--- config.mk ---
export PLATFORM = sky130hd
export DESIGN_NAME = bmlp_neuron
export DESIGN_NICKNAME = d
export VERILOG_FILES = /design/src/rtl/bmlp_pkg.sv /design/src/rtl/bmlp_neuron.sv
export SDC_FILE = /design/constraint.sdc
export NUM_CORES = 1
export LEC_CHECK = 0
export BUFFER_PORTS_ARGS = -buffer_cell sky130_fd_sc_hd__buf_2
export CORE_UTILIZATION = 50
export DETAILED_ROUTE_END_ITERATION = 12
export PLACE_DENSITY = 0.95
export SYNTH_ARGS = -nofsm -noshare
export SYNTH_HDL_FRONTEND = slang
export SYNTH_SLANG_ARGS = --single-unit
--- constraint.sdc ---
create_clock -name vclk -period 18.3
set_clock_uncertainty 0.1 [all_clocks]
set_input_delay 3.66 -clock vclk [all_inputs]
set_output_delay 3.66 -clock vclk [all_outputs]
set_load 0.03 [all_outputs]
--- src/rtl/bmlp_pkg.sv ---
`default_nettype none
// ----------------------------------------------------------------------------
// bmlp_pkg: shared definitions for the binarized mlp packet classifier
// network sizes, field widths, table codes, sequencer states and the
// structs that link the table store to the sequencer
// ----------------------------------------------------------------------------
package bmlp_pkg;

  localparam int FEATURE_COUNT = 10;
  localparam int HIDDEN_COUNT  = 64;

  // widest activation vector seen by the shared neuron unit
  localparam int VEC_W = (FEATURE_COUNT > HIDDEN_COUNT) ? FEATURE_COUNT : HIDDEN_COUNT;
  localparam int FEAT_IDX_W = (FEATURE_COUNT > 1) ? $clog2(FEATURE_COUNT) : 1;
  localparam int HID_IDX_W  = (HIDDEN_COUNT > 1) ? $clog2(HIDDEN_COUNT) : 1;
  localparam int HID_CNT_W  = $clog2(HIDDEN_COUNT + 1);
  localparam int CNT_W      = $clog2(VEC_W + 1);
  localparam int DOT_W      = 9;

  localparam int SEL_W   = 3;
  localparam int ENTRY_W = 6;
  localparam int VALUE_W = 64;
  localparam int FIELD_W = 16;
  localparam int FTHR_W  = 17;
  localparam int THR_W   = 8;
  localparam int SCORE_W = 8;
  localparam int COUNT_W = 32;

  localparam logic ACTION_CLASSIFY = 1'b0;
  localparam logic ACTION_WRITE    = 1'b1;

  typedef enum logic [SEL_W-1:0] {
    TBL_FEAT_THR = 3'd0,
    TBL_L1_W     = 3'd1,
    TBL_L2_W     = 3'd2,
    TBL_OUT_W    = 3'd3,
    TBL_L1_THR   = 3'd4,
    TBL_L2_THR   = 3'd5
  } table_sel_t;

  typedef enum logic [2:0] {
    ST_IDLE,
    ST_FEAT,
    ST_L1,
    ST_L2,
    ST_OUT,
    ST_FIN
  } state_t;

  typedef struct packed {
    logic               en;
    logic [SEL_W-1:0]   sel;
    logic [ENTRY_W-1:0] idx;
    logic [VALUE_W-1:0] value;
  } tbl_wr_t;

  typedef struct packed {
    logic                 layer2;
    logic [HID_IDX_W-1:0] addr;
  } tbl_rd_t;

  typedef struct packed {
    logic [VEC_W-1:0] weight;
    logic [THR_W-1:0] thr;
  } row_t;

  // clamp a raw entry to the feature threshold width
  function automatic logic [FTHR_W-1:0] sat_feat(input logic [VALUE_W-1:0] v);
    logic [FTHR_W-1:0] r;
    if (|v[VALUE_W-1:FTHR_W]) r = '1;
    else r = v[FTHR_W-1:0];
    return r;
  endfunction

  // clamp a two's complement entry to -128..127
  function automatic logic [THR_W-1:0] sat_thr(input logic [VALUE_W-1:0] v);
    logic [THR_W-1:0] r;
    if (v[VALUE_W-1]) begin
      if (&v[VALUE_W-2:THR_W-1]) r = v[THR_W-1:0];
      else r = {1'b1, {(THR_W-1){1'b0}}};
    end else begin
      if (|v[VALUE_W-2:THR_W-1]) r = {1'b0, {(THR_W-1){1'b1}}};
      else r = v[THR_W-1:0];
    end
    return r;
  endfunction

endpackage
`default_nettype wire

--- src/rtl/bmlp_neuron.sv ---
`default_nettype none
// ----------------------------------------------------------------------------
// bmlp_neuron: shared xnor-popcount neuron
// dot product over the low bits_used bits and a strict threshold compare
// ----------------------------------------------------------------------------
module bmlp_neuron (
  input  wire logic [bmlp_pkg::VEC_W-1:0]        act,
  input  wire logic [bmlp_pkg::VEC_W-1:0]        weight,
  input  wire logic [bmlp_pkg::CNT_W-1:0]        bits_used,
  input  wire logic signed [bmlp_pkg::THR_W-1:0] thr,
  output logic signed [bmlp_pkg::DOT_W-1:0]      dot,
  output logic                                   fire
);

  localparam int GROUPS = (bmlp_pkg::VEC_W + 7) / 8;
  localparam int PAD_W  = GROUPS * 8;

  logic [PAD_W-1:0]             agree;
  logic [3:0]                   grp [GROUPS];
  logic [bmlp_pkg::CNT_W-1:0]   pop;
  logic [bmlp_pkg::DOT_W-1:0]   dot_raw;
  logic signed [bmlp_pkg::DOT_W-1:0] thr_ext;

  always_comb begin
    agree = '0;
    for (int i = 0; i < bmlp_pkg::VEC_W; i++) begin
      agree[i] = ~(act[i] ^ weight[i]) && (bmlp_pkg::CNT_W'(i) < bits_used);
    end
  end

  // two-level count: bytes, then byte counts
  always_comb begin
    for (int g = 0; g < GROUPS; g++) begin
      grp[g] = '0;
      for (int b = 0; b < 8; b++) begin
        grp[g] = grp[g] + 4'(agree[g*8+b]);
      end
    end
  end

  always_comb begin
    pop = '0;
    for (int g = 0; g < GROUPS; g++) begin
      pop = pop + bmlp_pkg::CNT_W'(grp[g]);
    end
  end

  assign dot_raw = (bmlp_pkg::DOT_W'(pop) << 1) - bmlp_pkg::DOT_W'(bits_used);
  assign dot     = signed'(dot_raw);
  assign thr_ext = bmlp_pkg::DOT_W'(thr);
  assign fire    = dot > thr_ext;

endmodule
`default_nettype wire

==> results of run 1 <==
-- worst max-delay path: cells and delay by family --
kind,cells,cell delay (ns)
AOI/OAI and AO/OA,6,1.21
buffers and inverters,6,0.63
xor gates and xnor gates,2,0.45
and+or+nand+nor,8,1.82
adders and majority gates,11,5.05
-- synthesized netlist by cell type, types with 2 or more instances --
master	number	area share
nor2_2	2	0.0038
nand2b_1	3	0.0057
nor3_1	9	0.014
o21ai_0	32	0.049
o211ai_1	8	0.018
nand3_1	3	0.0046
buf_2	4	0.0061
a311oi_1	2	0.0053
nor2_1	30	0.034
a21oi_1	27	0.041
and3_1	2	0.0038
ha_1	30	0.11
a21o_1	5	0.011
fa_1	55	0.33
clkbuf_1	2	0.0023
nand2_1	30	0.034
a211oi_1	4	0.0091
inv_2	3	0.0034
o21bai_1	2	0.0046
inv_1	66	0.075
xor2_1	29	0.077
xnor2_1	44	0.12
-- metal layers --
layer | vias up | routed length (microns) | GRT usage
li1 | 1596 | - | -
met1 | 1638 | 3900 | 0.371
met2 | 198 | 5040 | 0.511
met3 | 34 | 932 | 0.0606
met4 | 0 | 291 | 0.0831
met5 | - | 0 | 0
-- through the flow --
step	instance area (sq um)	util	worst slack, ns	instances	hold WS, ns
floorplan	3290	-	2.34	404	7.35
global placement	4120	0.648	2.28	627	7.53
detailed placement	4120	0.648	1.82	627	7.53
CTS	4120	0.648	1.81	627	7.53
global route	4120	0.648	1.27	627	7.53
finish	4120	0.648	1.68	627	7.53
-- logic make-up after synthesis --
logic type	synth area share
adder cells (fa/ha/maj)	0.449
AND/OR/NAND/NOR	0.107
XOR/XNOR	0.194
buffers and inverters	0.0894
AO/OA/AOI/OAI	0.161
-- cell type report --
type	count	area [sq um]
Tap cell	77	96.3
Fill cell	544	2230
Timing Repair Buffer	153	766
Multi-Input combinational cell	328	2990
Inverter	69	259
-- worst paths after layout --
| path | startpoint | to | slack, ns | cells past startpoint |
|---|---|---|---|---|
| max | bits_used[6] | fire | 1.68 | 33 |
| min | bits_used[0] | dot[0] | 7.53 | 2 |
==> out/results.txt, run 1 <==
The post-synthesis instance total came out at 404. The post-DP HPWL is 8920 microns, and the clock period minus final worst setup slack is 16.62 ns. Setup repair after global routing left no endpoint under its margin. The relative slew slack is 0.502, and the combined flip-flop and latch cell area is 0 sq um. The worst setup path is captured at a primary output. The run gives 0 as the number of pins exceeding their max-slew limit in the final report. For the pin with the worst max-slew slack, the measured transition is 0.746 ns. The first detailed-routing pass took 5 iterations.

Dividing the synthesized area by the synthesized cell count gives 8.14 sq um. The number of nets in the layout came out at 780. During synthesis, Yosys emitted a total of 0 warnings. The tools report the starting density of the core as 0.518. The area of the core region came out at 6350 sq um. After clock tree synthesis, the setup repair step added 0 buffers. The run gives 0 as the number of sequential cells. The netlist area before placement was 3290 sq um. The library cell used most frequently in the layout, excluding fill and tap cells, is buf_2.

The fraction of layout instances using a drive strength above 1 works out to 0.289. The worst min-delay path category is in -> out. Final worst-path cycle share: 0.908. The flow ran to the end, and the final reports show no timing, DRC or antenna violations. The run gives 277 as the number of DRC violations after detailed-routing iteration 0.

The die width is 83.1 microns, and the number of nets in the synthesized netlist is 632. The run gives 0 as the count of instances resized after the clock tree is built. In the routed design, unresolved DRC markers number 0. The run gives 60.2 MHz as the highest clock rate. The first global-routing pass estimated 16500 microns of wire. Port buffering added 153 buffers. Setup violations remaining at the end of the flow were counted as 0. Via count of the first global-routing pass: 3611. On the critical path, the stage with the largest delay is an instance of nor2_2. Routability-driven placement finished with a final weighted congestion of 0.942. The worst setup path is of the in -> out kind. In this design, the stage delay of the slowest critical-path cell is 0.61 ns.

The die covers 6900 sq um. The total routing usage reported by global routing is 0.295, and the final hold violation count is 0. The via count normalized by instance count is 5.53, and the data arrival time of the critical path is 12.86 ns. The tools report the number of clock buffers in the layout as 0.

The fraction of the yosys area taken by sequential cells was 0; the peak fanout along the critical path was 19. Among the stages of the critical path, the cell type that occurs most often is fa_1. At the worst endpoint, the required time is 14.54 ns. The number of top-level pins is 153. The number of antenna diodes in the final layout is 0. Initial antenna violation count: 0. The number of distinct library cells after synthesis is 34, and the via total after detailed routing is 3466. The relative area change from synthesis to final layout is 25.2%. Startpoint class of the critical path: an input pin. In this run the core area contains 29 standard-cell rows.

After routing, the total negative slack on setup checks comes to 0 ns. The routed design has 10200 microns of wire. The max-capacitance violation count is 0, and the y dimension of the die is 83.1 microns. For the quantity of hold-fixing buffers added after cts, the log shows 0. The run gives 20 as the pin count of the biggest net entering global routing. For this run the aggregate overflow at the end of global routing stands at 0. The count of nets left with antenna violations once routing finished came out at 0. The library cells used most frequently in the layout, excluding fill and tap cells, are buf_2 (153), inv_1 (66), fa_1 (55), xnor2_1 (44), o21ai_0 (32). Dividing the detail-routed wire length by the instance count gives 16.2 microns.
Power of run 1 is left out: the tool's default activity adds up to more than one toggle a clock period on the data nets, which glitch-free logic cannot reach.
==> run 2, diff against run 1 <==
Settings changed: GPL_ROUTABILITY_DRIVEN set to 0, SLEW_MARGIN set to 10.
Clock period 18.3 ns to 16.5 ns, I/O delays scaled along.
==> run 2 against run 1 <==
Net effect: critical endpoint unchanged; sequential share of layout area stayed put; flip-flop and latch count stayed put; global-route usage is 0.54 points lower; final cell count stayed put.
==> out/results.txt, run 2 (synthesis gave the netlist of run 1 again) <==
Initial antenna violation count: 0 (unchanged). The row count was 29 (unchanged); the quantity of hold-fixing buffers added after cts was 0 (unchanged). The number of port buffers is 153 (unchanged), and the post-DP HPWL is 8680 microns (was 8920 microns). The final hold violation count came out at 0 (unchanged).

Top library cells by usage in the layout, fill and taps aside: buf_2 (153), inv_1 (66), fa_1 (55), xnor2_1 (44), o21ai_0 (32) (unchanged). The worst min-delay path category is in -> out (unchanged). The global-route wire length before repair was 16400 microns (was 16500 microns); the average wire per standard cell was 15.9 microns (was 16.2 microns).

The transition at the pin with the smallest max-transition slack was 0.763 ns (was 0.746 ns); the number of endpoints failing setup at the final stage was 0 (unchanged). The final worst-path cycle share is 0.962. The number of sequential cells was 0 (unchanged); the relative slew slack was 0.488 (was 0.502). The stage delay of the slowest cell on the critical path works out to 0.60 ns (was 0.61 ns). The die area is 6900 sq um (unchanged), and the die width is 83.1 microns (unchanged).

Via total after detailed routing: 3589 (was 3466). Pin count of the biggest net entering global routing: 20 (unchanged). The critical path class was in -> out (unchanged). Setup repair after global routing left no endpoint under its margin. The data arrival time of the critical path is 12.47 ns (was 12.86 ns). The fraction of layout instances using a drive strength above 1 came out at 0.289 (unchanged). The tools report the number of DRC violations after detailed-routing iteration 0 as 335 (was 277).

For the number of search-and-repair iterations in the first detailed-routing pass, the log shows 6 (was 5). The logs give 13.10 ns (was 14.54 ns) for the data required time of the critical path and 780 (unchanged) for the number of nets in the layout. The tools report the pre-CTS setup slack as 0.787 ns (was 1.82 ns). The tools report the count of instances resized after the clock tree is built as 0 (unchanged). The cell with the most instances on the worst path is fa_1 (unchanged).

The clock period could shrink to 15.87 ns. The final worst-path setup slack is 0.634 ns (was 1.68 ns), and the detailed-route DRC error count is 0 (unchanged). The number of pins exceeding their max-slew limit in the final report is 0 (unchanged), and the relative area change from synthesis to final layout is 25.2% (unchanged). The diode insertion count for antenna repair was 0 (unchanged); the area of the core region was 6350 sq um (unchanged). The cell with the largest stage delay on the worst path was nor2_2 (unchanged).

The logs give 0.518 (unchanged) for the starting density of the core and 0 (unchanged) for the number of clock buffers in the layout. The final sum of negative setup slack came out at 0 ns (unchanged). The number of top-level pins is 153 (unchanged), and the buffers inserted during post-CTS setup optimization is 0 (unchanged). Kind of capture point of the worst setup path: a primary output (unchanged). Final wirelength: 9950 microns (was 10200 microns).

The number of buffer and inverter stages on the critical path came out at 6 (unchanged). The highest clock rate was 63.0 MHz; the max-capacitance violation count was 0 (unchanged). Kind of cell adding the most delay to the critical path: adder cells (unchanged). The via count normalized by instance count was 5.72 (was 5.53). The flow ran to the end, and the final reports show no timing, DRC or antenna violations. Peak fanout along the critical path: 19 (unchanged). For the total routing usage reported by global routing, the log shows 0.289 (was 0.295). The leading cell type in the layout, fill and taps excluded was buf_2 (unchanged). The y dimension of the die works out to 83.1 microns (unchanged). The startpoint class of the critical path is an input pin (unchanged). Number of nets with antenna violations after detailed routing: 0 (unchanged). The run gives 3641 (was 3611) as the via count of the first global-routing pass. The total global routing overflow was 0 (unchanged). The combined flip-flop and latch cell area was 0 sq um (unchanged).
-- run 2: cell counts in the layout (fill, tap and decap cells not counted) --
No cell type changed its count.
-- run 2: worst paths after layout --
check	startpoint	endpoint	slack [ns]	depth (start not counted)
max	bits_used[6]	fire	0.63	32
min	bits_used[0]	dot[0]	6.81	2
-- run 2: layer usage --
metal,share of wire,GRT usage
met5,0,0
met2,0.50,0.520
met4,0.042,0.100
met1,0.35,0.358
met3,0.11,0.0318
-- run 2: area by class of cell --
type               instances  area (sq um)
multi-input cells        328          2990
repair buffers           153           766
well taps                 77          96.3
inverters                 69           259
fillers                  497          2230
-- run 2: through the flow --
stage | instances | cell area, sq um | utilization | hold slack, ns
3_5_place_dp | 627 | 4120 | 0.648 | 6.80
4_1_cts | 627 | 4120 | 0.648 | 6.80
2_1_floorplan | 404 | 3290 | - | 6.63
3_3_place_gp | 627 | 4120 | 0.648 | 6.80
6_report | 627 | 4120 | 0.648 | 6.81
5_1_grt | 627 | 4120 | 0.648 | 6.81
Power of run 2 is left out for the same reason.
==> run 3, diff against run 2 <==
Settings changed: RECOVER_POWER set to 100.
==> run 3 against run 2 <==
Net effect: count of clock-buffer cells in the layout unchanged; die area stayed put; critical endpoint unchanged; critical path depth up 1.
==> out/results.txt, run 3 (synthesis gave the netlist of run 1 again) <==
The quantity of hold-fixing buffers added after cts came out at 0 (unchanged). The global-route wire length before repair is 16400 microns (unchanged). The number of search-and-repair iterations in the first detailed-routing pass is 7 (was 6).

The count of instances resized after the clock tree is built is 0 (unchanged), and the relative area change from synthesis to final layout is 24.8% (was 25.2%). The logs give 3641 (unchanged) for the via count of the first global-routing pass and 0 (unchanged) for the number of nets with antenna violations after detailed routing. The via count normalized by instance count is 5.75 (was 5.72), and the average wire per standard cell is 15.9 microns (about the same).

The tools report the via total after detailed routing as 3607 (was 3589). Diode insertion count for antenna repair: 0 (unchanged). The data required time of the critical path was 13.10 ns (about the same); the fraction of layout instances using a drive strength above 1 was 0.275 (was 0.289). The number of port buffers works out to 153 (unchanged).

Cell with the most instances on the worst path: fa_1 (unchanged). Top library cells by usage in the layout, fill and taps aside: buf_2 (144), inv_1 (66), fa_1 (55), xnor2_1 (44), o21ai_0 (32) (was buf_2 (153), inv_1 (66), fa_1 (55), xnor2_1 (44), o21ai_0 (32)). The number of sequential cells was 0 (unchanged); the peak fanout along the critical path was 19 (unchanged). The number of buffer and inverter stages on the critical path was 6 (unchanged).

The total global routing overflow came out at 0 (unchanged). The initial antenna violation count came out at 0 (unchanged). The number of clock buffers in the layout came out at 0 (unchanged). The final worst-path cycle share came out at 0.964 (was 0.962). The stage delay of the slowest cell on the critical path is 0.60 ns (about the same).

The pre-CTS setup slack is 0.787 ns (unchanged). Setup repair after global routing left no endpoint under its margin. The y dimension of the die is 83.1 microns (unchanged), and the final hold violation count is 0 (unchanged). The number of DRC violations after detailed-routing iteration 0 was 356 (was 335); the number of pins exceeding their max-slew limit in the final report was 0 (unchanged). The run gives 20 (unchanged) as the pin count of the biggest net entering global routing. The logs give 153 (unchanged) for the number of top-level pins and 780 (unchanged) for the number of nets in the layout. The data arrival time of the critical path is 12.50 ns (was 12.47 ns). The startpoint class of the critical path was an input pin (unchanged). The final wirelength is 10000 microns (was 9950 microns), and the number of endpoints failing setup at the final stage is 0 (unchanged).

For the area of the core region, the log shows 6350 sq um (unchanged). Die width: 83.1 microns (unchanged). The transition at the pin with the smallest max-transition slack was 0.747 ns (was 0.763 ns); the final worst-path setup slack was 0.596 ns (was 0.634 ns). Max-capacitance violation count: 0 (unchanged). For the final sum of negative setup slack, the log shows 0 ns (unchanged). Core occupancy in the finished layout: 0.647 (was 0.648). The cell with the largest stage delay on the worst path was fa_1 (was nor2_2).

The clock period minus final worst setup slack is 15.90 ns (was 15.87 ns). The tools report the combined flip-flop and latch cell area as 0 sq um (unchanged). Detailed-route DRC error count: 0 (unchanged).

The die area came out at 6900 sq um (unchanged). The kind of cell adding the most delay to the critical path was adder cells (unchanged). The starting density of the core is 0.518 (unchanged), and the row count is 29 (unchanged).

Leading cell type in the layout, fill and taps excluded: buf_2 (unchanged). The relative slew slack came out at 0.498 (was 0.488). The worst min-delay path category is in -> out (unchanged). Critical path class: in -> out (unchanged). The highest clock rate is 62.9 MHz (was 63.0 MHz). The kind of capture point of the worst setup path is a primary output (unchanged). Buffers inserted during post-CTS setup optimization: 0 (unchanged). The post-DP HPWL was 8680 microns (unchanged). The flow ran to the end, and the final reports show no timing, DRC or antenna violations. The total routing usage reported by global routing was 0.289 (unchanged).
==> run 3: changes by cell type in the layout (fill, tap and decap cells not counted) <==
cell	previous run	this run
buf_2	153	144
clkbuf_2	0	1
clkbuf_1	0	8
==> run 3: per-layer routing <==
layer  GRT usage  part of all wire
met5           0                 0
met4       0.100             0.035
met3      0.0318              0.11
met2       0.520              0.51
met1       0.358              0.35
==> run 3: path summary, 6_finish.rpt <==
check | startpoint | end | slack [ns] | depth (start not counted)
worst max-delay path | bits_used[6] | fire | 0.60 | 33
worst min-delay path | bits_used[0] | dot[0] | 6.84 | 2
==> run 3: area by class of cell <==
cell class	count	area (sq um)
fillers	503	2240
inverters	69	259
multi-input cells	328	2990
well taps	77	96.3
repair buffers	153	756
==> run 3: metrics by stage <==
step                hold WS [ns]  area, sq um  instances
floorplan                   6.63         3290        404
global placement            6.80         4120        627
detailed placement          6.80         4120        627
CTS                         6.80         4120        627
global route                6.84         4110        627
finish                      6.84         4110        627
Power of run 3 is left out for the same reason.
